### src/rtl/rsenc_pkg.sv
`timescale 1ns / 1ps
// ----------------------------------------------------------------------------
// rsenc_pkg
// GF(256) arithmetic and generator polynomial construction for the
// Reed-Solomon parity encoder (field polynomial x^8+x^4+x^3+x^2+1).
// ----------------------------------------------------------------------------
package rsenc_pkg;

	localparam int PARITY_COUNT_DEF = 26;
	localparam int PARITY_MAX       = 64;

	localparam logic [8:0] GF_POLY  = 9'h11D;
	localparam logic [8:0] GF_CARRY = 9'h100;
	localparam logic [7:0] GF_ALPHA = 8'd2;

	// generator coefficients, highest degree first, leading one omitted
	typedef logic [PARITY_MAX-1:0][7:0] coef_arr_t;

	// shift-and-add multiply; with one constant operand it reduces to xors
	function automatic logic [7:0] gf_mul(input logic [7:0] a, input logic [7:0] b);
		logic [8:0] x;
		logic [7:0] acc;
		x   = {1'b0, a};
		acc = '0;
		for (int k = 0; k < 8; k++) begin
			if (b[k]) begin
				acc = acc ^ x[7:0];
			end
			x = x << 1;
			if ((x & GF_CARRY) != '0) begin
				x = x ^ GF_POLY;
			end
		end
		return acc;
	endfunction

	// product of (x + alpha^i) for i in 0..n-1, evaluated at elaboration
	function automatic coef_arr_t rs_gen(input int n);
		coef_arr_t  g;
		logic [7:0] root;
		g        = '0;
		g[n-1]   = 8'd1;
		root     = 8'd1;
		for (int i = 0; i < n; i++) begin
			for (int j = 0; j < n; j++) begin
				g[j] = gf_mul(g[j], root);
				if (j + 1 < n) begin
					g[j] = g[j] ^ g[j+1];
				end
			end
			root = gf_mul(root, GF_ALPHA);
		end
		return g;
	endfunction

endpackage

### src/rtl/rs_parity_encoder_gf256.sv
`timescale 1ns / 1ps
// ----------------------------------------------------------------------------
// rs_parity_encoder_gf256
// Systematic Reed-Solomon parity encoder over GF(256). Data bytes are echoed
// and folded into a remainder register; the final byte of a message is
// followed by PARITY_COUNT parity bytes, highest order first.
// ----------------------------------------------------------------------------
// path: an accepted data beat passes the input register stage, then the output register
// throughput: one data beat per cycle while out_stall is low; the final byte
//   of a message also emits PARITY_COUNT parity beats, one per cycle when
//   unstalled, drained from the remainder; the input holds off for that long
// reset: arst_n clears the remainder, the drain counter and all valids
// ----------------------------------------------------------------------------
module rs_parity_encoder_gf256 #(
	parameter int PARITY_COUNT = rsenc_pkg::PARITY_COUNT_DEF
) (
	input  logic       clk,
	input  logic       arst_n,
	// input channel
	input  logic       in_valid,
	output logic       in_stall,
	input  logic [7:0] data_byte,
	input  logic       end_of_message,
	// output channel
	output logic       out_valid,
	input  logic       out_stall,
	output logic [7:0] out_byte,
	output logic       is_parity,
	output logic       last_of_run
);
	import rsenc_pkg::*;

	localparam int        CW  = $clog2(PARITY_COUNT + 1);
	localparam coef_arr_t GEN = rs_gen(PARITY_COUNT);

	// input register stage (also acts as the skid slot)
	logic       valid_s1;
	logic [7:0] data_s1;
	logic       eom_s1;

	// remainder lfsr, index 0 is the highest order byte
	logic [PARITY_COUNT-1:0][7:0] rem_q;
	logic [PARITY_COUNT-1:0][7:0] rem_nxt;
	logic [PARITY_COUNT-1:0][7:0] rem_shift;
	logic [7:0]                   factor;

	// parity beats still to drain
	logic [CW-1:0] cnt_q;

	// output register
	logic       out_valid_q;
	logic [7:0] out_byte_q;
	logic       is_parity_q;
	logic       last_q;

	logic out_free;
	logic draining;
	logic adv;
	logic in_acc;
	logic drain_step;

	// output slot can take a new beat this cycle
	assign out_free   = !out_valid_q || !out_stall;
	assign draining   = (cnt_q != '0);
	// the held data beat moves on only when no parity is pending
	assign adv        = valid_s1 && out_free && !draining;
	assign drain_step = draining && out_free;
	assign in_stall   = valid_s1 && !adv;
	assign in_acc     = in_valid && !in_stall;

	// one lfsr step: shift toward index 0, then add factor * generator
	always_comb begin
		factor = data_s1 ^ rem_q[0];
		for (int i = 0; i < PARITY_COUNT; i++) begin
			if (i + 1 < PARITY_COUNT) begin
				rem_shift[i] = rem_q[i+1];
			end else begin
				rem_shift[i] = '0;
			end
			rem_nxt[i] = rem_shift[i] ^ gf_mul(GEN[i], factor);
		end
	end

	// control state and remainder
	always_ff @(posedge clk or negedge arst_n) begin
		if (!arst_n) begin
			valid_s1    <= 1'b0;
			out_valid_q <= 1'b0;
			cnt_q       <= '0;
			rem_q       <= '0;
		end else begin
			if (in_acc) begin
				valid_s1 <= 1'b1;
			end else if (adv) begin
				valid_s1 <= 1'b0;
			end

			if (adv) begin
				rem_q       <= rem_nxt;
				out_valid_q <= 1'b1;
				if (eom_s1) begin
					cnt_q <= CW'(PARITY_COUNT);
				end
			end else if (drain_step) begin
				// shifting in zeros leaves the remainder clear after the last beat
				rem_q       <= rem_shift;
				cnt_q       <= cnt_q - CW'(1);
				out_valid_q <= 1'b1;
			end else if (out_free) begin
				out_valid_q <= 1'b0;
			end
		end
	end

	// payload registers
	always_ff @(posedge clk) begin
		if (in_acc) begin
			data_s1 <= data_byte;
			eom_s1  <= end_of_message;
		end
		if (adv) begin
			out_byte_q  <= data_s1;
			is_parity_q <= 1'b0;
			last_q      <= !eom_s1;
		end else if (drain_step) begin
			out_byte_q  <= rem_q[0];
			is_parity_q <= 1'b1;
			last_q      <= (cnt_q == CW'(1));
		end
	end

	assign out_valid   = out_valid_q;
	assign out_byte    = out_byte_q;
	assign is_parity   = is_parity_q;
	assign last_of_run = last_q;

	// remainder is clear while the last parity beat is offered
	a_clear_after_run: assert property (@(posedge clk) disable iff (!arst_n)
		(out_valid && is_parity && last_of_run) |->
		(rem_q == '0 && cnt_q == '0))
		else $error("remainder not cleared after parity run");

	// the echo of a final byte waits with the full parity run still pending
	a_echo_before_parity: assert property (@(posedge clk) disable iff (!arst_n)
		(out_valid && !is_parity && !last_of_run) |-> (cnt_q == CW'(PARITY_COUNT)))
		else $error("parity drain started before final echo was taken");

	// a held input beat never advances while parity is draining
	a_hold_during_drain: assert property (@(posedge clk) disable iff (!arst_n)
		(draining && valid_s1) |=> valid_s1)
		else $error("input stage advanced during parity drain");

endmodule
### config.mk
export PLATFORM = sky130hd
export DESIGN_NAME = rs_parity_encoder_gf256
export DESIGN_NICKNAME = d
export VERILOG_FILES = /design/src/rtl/rsenc_pkg.sv /design/src/rtl/rs_parity_encoder_gf256.sv
export SDC_FILE = /design/constraint.sdc
export NUM_CORES = 1
export LEC_CHECK = 0
export ABC_AREA = 1
export BUFFER_PORTS_ARGS = -buffer_cell sky130_fd_sc_hd__buf_2
export CELL_PAD_IN_SITES_DETAIL_PLACEMENT = 0
export CELL_PAD_IN_SITES_GLOBAL_PLACEMENT = 1
export CORE_ASPECT_RATIO = 1.2
export CORE_MARGIN = 5
export CORE_UTILIZATION = 43
export DETAILED_ROUTE_END_ITERATION = 6
export GPL_TIMING_DRIVEN = 0
export PLACE_DENSITY = 0.74
export SYNTH_ARGS = -nofsm -noshare
export SYNTH_HDL_FRONTEND = slang
export SYNTH_SLANG_ARGS = --single-unit
### constraint.sdc
create_clock -name clk -period 2.4 [get_ports clk]
set_input_delay 0.24 -clock clk [delete_from_list [all_inputs] [get_ports clk]]
set_output_delay 0.24 -clock clk [all_outputs]
set_load 0.01 [all_outputs]
==> flow_summary.toml, run 1 <==
[worst_setup_path]
arrival_ns = 2.80
worstSetupStartpointType = "flop"
r2r_start = "rem_q[7]$_DFFE_PN0P_"
end_kind = "flop"
crit_type = "flop to flop"
worstPathRequired_ns = 2.82
crit_path_start = "rem_q[7]$_DFFE_PN0P_"
path_max_fanout = 10

[floorplan]
core_region_area_um2 = 29610
rows = 69
die_w_um = 168.1
io_pins = 25
start_util_pct = 43.54
dieHeight_um = 199.7
dieArea_um2 = 33560

[clock_tree]
clk_latency_ns = 0.57
cts_sinks = 234
cts_made_buffers = 26
cts_tree = "yes"
clock-root-buffer = "clkbuf_16"
ctsLongestPathBuffers = 3
htreeDepth = 1
clk_pin_slew_ns = 0.06

[synth]
synth_top_family_by_area = "simple AND/OR/NAND/NOR gates"
yosysWarnings = 0
ys.flop_type = "dfrtp_1"
ys_async_sr_fraction_pct = 91.88
synth_top_area_share_pct = 41.73
synth_most_common_cell = "nand2_1"
synth_nets = 1636
syn_area_per_cell_um2 = 7.959
synth_top_area_cell = "dfrtp_1"
synth_edf_count = 18
synthSimpleGateAreaFrac_pct = 27.35
ys_seq_elements = 234
synthTopCellsByCount = "560 x nand2_1, 215 x dfrtp_1, 195 x nand3_1, 100 x inv_1, 97 x o21ai_0"
ys_types = 43
seq_area_frac_synth_pct = 46.07
syn_area_um2 = 12890
synthTopCellsByArea = "dfrtp_1 42%, nand2_1 16%, nand3_1 7.6%"
syn_inst = 1620
synthMuxAreaShare_pct = 0
synth_xor_xnor_area_share_pct = 8.093
synth-compound-area-share_pct = 12.16
synth_fa_ha_area_share_pct = 0.2911

[grt]
grt_overflow_total = 0
grt_usage_pct = 33.76
grt_pass1_wl_um = 81550
antenna_found_initial = 0
grt_max_degree = 112
grt_pass1_vias = 11580

[pwr]
power_density_nw_per_um2 = 1500
total_power_mw = 23.40
p_leak_nw = 7.142
vdd_drop_max_v = 0.0008596

[timing]
fin_ws_ns = 0.02491
slew_headroom_pct = 43.41
tightest_slew_ns = 0.8489
min_period_ns = 2.375
skew_ns = 0.01430
fin_crit_sh_pct = 98.96
finalSetupViolCount = 0
finalHoldViolCount = 0
fmax_mhz = 421.0
drv_slew = 0
setup_tns_ns = 0
rsz0062_at_grt = "yes"

[layout]
syn2layout_area_growth_pct = 20.96
drive_gt1_share_pct = 16.39
layout.nets = 1735
final_area_um2 = 15600
antennaDiodeCount = 0

[placed_design]
placed_area_um2 = 13540
portBuffers = 24
hpwl_um = 40850
place_ws_ns = -0.9209
place_congestion = 1.041

[drt]
drcViolationCount = 0
first_pass_iters = 6
via_per_inst = 5.781
wl_per_cell_um = 26.71
ant_nets = 0
num_vias = 12310
drtIter0Drc = 1400
wl_um = 56870

[status]
status = "complete, no violations"

[min_path]
hold_class = "input port to async pin"

[flow_run]
cap_violations = 0
-- per-stage QoR --
step,hold WS [ns],std cells,util [%]
4_1_cts,0.3735,2108,50.85
2_1_floorplan,-0.05559,1620,-
5_1_grt,0.4110,2129,52.67
3_5_place_dp,0.3633,2035,45.72
6_report,0.3368,2129,52.67
3_3_place_gp,0.4171,2034,45.60
-- placed cells by master (no fill, tap or decap), types with 9 or more instances in the layout --
master and instances:
xor2_1 66, dfrtp_1 212, buf_2 46, nand2_1 539, nand2_2 18, buf_4 43
nand2_4 18, clkbuf_2 12, nor2_1 27, a21oi_1 21, xnor2_1 24, o21ai_0 92
dlygate4sd3_1 12, clkbuf_16 27, xor2_2 12, o211ai_1 86, o21ai_1 14, nand3_2 9
edfxtp_1 18, inv_2 11, buf_12 12, nor2_4 9, inv_1 95, o22ai_1 17
nand3_1 188
-- kinds of logic (layout without fill, tap and decap cells) --
family | count (synthesis) | in the layout
and+or+nand+nor | 834 | 834
xor gates and xnor gates | 111 | 111
DFF | 234 | 234
adders and majority gates | 3 | 3
buffers and inverters | 182 | 301
AOI/OAI and AO/OA | 256 | 256
-- per-layer routing --
| metal | track usage, % | part of all wire, % |
|---|---|---|
| met5 | 0 | 0 |
| met1 | 44.25 | 40 |
| met3 | 4.650 | 8.1 |
| met4 | 17.77 | 7.1 |
| met2 | 54.75 | 45 |
-- registers in the layout, indices dropped and copies added, names as in the netlist, 5 cells and up --
register,cells
cnt_q,5
data_s1,8
out_byte,8
rem_q,208
-- worst max-delay path, stage by stage, from the launching register on --
cell	delay [ns]
dfrtp_1	0.51
xor2_4	0.31
nand2_1	0.08
nand2_1	0.10
buf_4	0.26
xnor2_1	0.26
nand2_2	0.22
nand2_1	0.13
nand3_1	0.09
nand3_2	0.15
o21ai_0	0.11
-- power by group --
group	switching, mW	total (mW)	internal, mW
Clock	1.77	4.45	2.68
Sequential	1.42	7.01	5.58
Combinational	8.16	11.9	3.79
-- cell type report --
cell class,instances,area (um^2)
repair buffers,72,653.1
well taps,390,488.0
clock buffers,40,784.5
plain buffers,74,531.8
clock inverters,8,146.4
fillers,2854,14020
flip-flops and latches,234,5944
inverters,107,406.6
multi-input cells,1204,6641
-- path summary, 6_finish.rpt --
check / depth (start not counted) / slack [ns] / end
max: 10 / 0.02 / rem_q[177]$_DFFE_PN0P_
min: 2 / 0.34 / rem_q[179]$_DFFE_PN0P_
max reg2reg: 10 / 0.02 / rem_q[177]$_DFFE_PN0P_
min reg2reg: 2 / 0.45 / is_parity$_SDFFE_PN0P_
max in group asynchronous: 3 / 0.96 / cnt_q[1]$_DFFE_PN0P_
min in group clk: 2 / 0.39 / data_s1[4]$_DFFE_PP_
-- timing repair --
item                                    in CTS  in global routing
gates resized for setup                     96                 95
endpoints found under the setup margin     239                178
pin swaps                                    6                 19
setup buffers                               14                 21
endpoints found under the hold margin      115                  0
hold buffers                                12                  0
(Power assumes the default switching activity.)
==> run 2: changes to the inputs <==
==> constraint.sdc (replaced) <==
create_clock -name clk -period 2.4 [get_ports clk]
set_input_delay 0.48 -clock clk [delete_from_list [all_inputs] [get_ports clk]]
set_output_delay 0.48 -clock clk [all_outputs]
set_load 0.01 [all_outputs]
==> flow_summary.toml, run 2 (synthesis gave the netlist of run 1 again) <==
[layout]
final_util_pct = 52.52
layout.nets = 1734
antennaDiodeCount = 0
multi_input_area_um2 = 6688
fin_cells = 2128
drive_gt1_share_pct = 17.66
final_common_cell = "nand2_1"
regMostFlops = "rem_q"
final_area_um2 = 15550
final_cell_mix = "537 x nand2_1, 212 x dfrtp_1, 188 x nand3_1"
seq_area_um2 = 5944
largest_reg_flops = 208
syn2layout_area_growth_pct = 20.61
fillerInstances = 2874

[floorplan]
dieArea_um2 = 33560
start_util_pct = 43.54
core_region_area_um2 = 29610
dieHeight_um = 199.7
rows = 69
die_w_um = 168.1
io_pins = 25

[timing]
drv_slew = 0
fmax_mhz = 409.2
hold_slack_ns = -0.01770
min_period_ns = 2.444
finalSetupViolCount = 1
fin_ws_ns = -0.04387
fin_crit_sh_pct = 101.8
rsz0062_at_grt = "yes"
slew_headroom_pct = 43.31
tightest_slew_ns = 0.8503
finalHoldViolCount = 3
skew_ns = 0.01146

[placed_design]
place_ws_ns = -0.9209
portBuffers = 24
place_congestion = 1.041
dpl.cell_count = 2035
hpwl_um = 40850
placed_area_um2 = 13540

[worst_setup_path]
critical_path.cell_chain = "inv_2, ha_4, nand4_4, clkinv_4, buf_12, buf_12, nor2_4, buf_6"
critPathSlowestCell = "dfrtp_1"
r2r_start = "data_s1[5]$_DFFE_PP_"
worstPathRequired_ns = 1.92
worstSetupStartpointType = "flop"
crit_type = "flop to output pin"
ff2ff_path_depth = 11
reg2reg_setup_slack_ns = 0.03
crit_top_cell = "buf_12"
max_stage_delay_ns = 0.41
arrival_ns = 1.96
path_max_fanout = 15
r2r-end = "rem_q[42]$_DFFE_PN0P_"
end_kind = "output pin"

[grt]
grt_max_degree = 112
grt_usage_pct = 33.71
grt_overflow_total = 0
grt_pass1_vias = 11540
grt_pass1_wl_um = 81300
antenna_found_initial = 0

[drt]
drtIter0Drc = 1387
wl_per_cell_um = 26.79
first_pass_iters = 6
num_vias = 12330
via_per_inst = 5.793
ant_nets = 0
wl_um = 57010
drcViolationCount = 0

[status]
violations = "hold timing, setup timing"
status = "complete, but fails checks"

[pwr]
power_density_nw_per_um2 = 1509
vdd_drop_max_v = 0.0008514
p_leak_nw = 7.144

[clock_tree]
clk_latency_ns = 0.56
ctsLongestPathBuffers = 3
cts_tree = "yes"
htreeDepth = 1
cts_sinks = 234
clk_pin_slew_ns = 0.06
clock-root-buffer = "clkbuf_16"
cts_made_buffers = 26

[flow_run]
cap_violations = 0

[min_path]
hold_class = "input port to async pin"
==> run 2: cell types whose count changed in the layout (fill, tap and decap cells not counted), moves of 2 or more <==
cell / change
dlygate4sd3_1: -12
buf_12: -8
buf_6: +2
nand2_2: +3
buf_2: -13
nand2_1: -2
buf_4: +27
clkbuf_4: +4
o21ai_2: +2
==> run 2: final cells by class <==
type	instances	area share, %
Clock buffer	40	5.045
Tap cell	390	3.138
Clock inverter	8	0.9413
Buffer	73	3.532
Inverter	107	2.631
Multi-Input combinational cell	1204	43.00
Timing Repair Buffer	72	3.484
Sequential cell	234	38.23
==> run 2: how the worst max path moves through the flow <==
stage,to,depth (start not counted),start,slack [ns]
finish,in_stall,8,cnt_q[0]$_DFFE_PN0P_,-0.04
global placement,rem_q[30]$_DFFE_PN0P_,1,arst_n,-3.15
detailed placement,data_s1[3]$_DFFE_PP_,10,cnt_q[2]$_DFFE_PN0P_,-0.92
floorplan,data_s1[0]$_DFFE_PP_,9,cnt_q[0]$_DFFE_PN0P_,0.008
global route,in_stall,8,cnt_q[0]$_DFFE_PN0P_,-0.10
CTS,in_stall,10,cnt_q[3]$_DFFE_PN0P_,-0.23
==> run 2: per-layer routing <==
layer  up-vias  routed length (um)  global-route usage (%)
met3       161                4623                   4.947
met5         -                   0                       0
met4         0                3817                   17.32
met1      6036               22590                   43.98
li1       5539                   -                       -
met2       592               25970                   54.91
==> run 2: where the power goes <==
| part | total [mW] | internal, mW | switching (mW) |
|---|---|---|---|
| clock | 4.44 | 2.68 | 1.76 |
| sequential | 7.01 | 5.58 | 1.43 |
| combinational | 12.0 | 3.80 | 8.22 |
==> run 2: metrics by stage <==
step | total power, mW | TNS, ns
after CTS | 22.37 | -0.9051
after global placement | 17.19 | -747.37
final | 23.47 | -0.04387
after floorplan | 13.11 | 0
after global routing | 24.60 | -0.1584
after detailed placement | 17.33 | -82.18
==> run 2: worst max-delay path, delay by kind of cell (launching register included) <==
kind | cells | cell delay (ns)
fa+ha+maj | 1 | 0.17
buf+inv | 5 | 0.60
flops | 1 | 0.41
simple gates | 2 | 0.22
==> run 2: what timing repair did <==
item	4_1_cts	5_1_grt
setup buffers	13	34
gates resized for setup	114	102
pin swaps	6	20
hold buffers	0	0
endpoints found under the setup margin	239	189
gates cloned	0	0
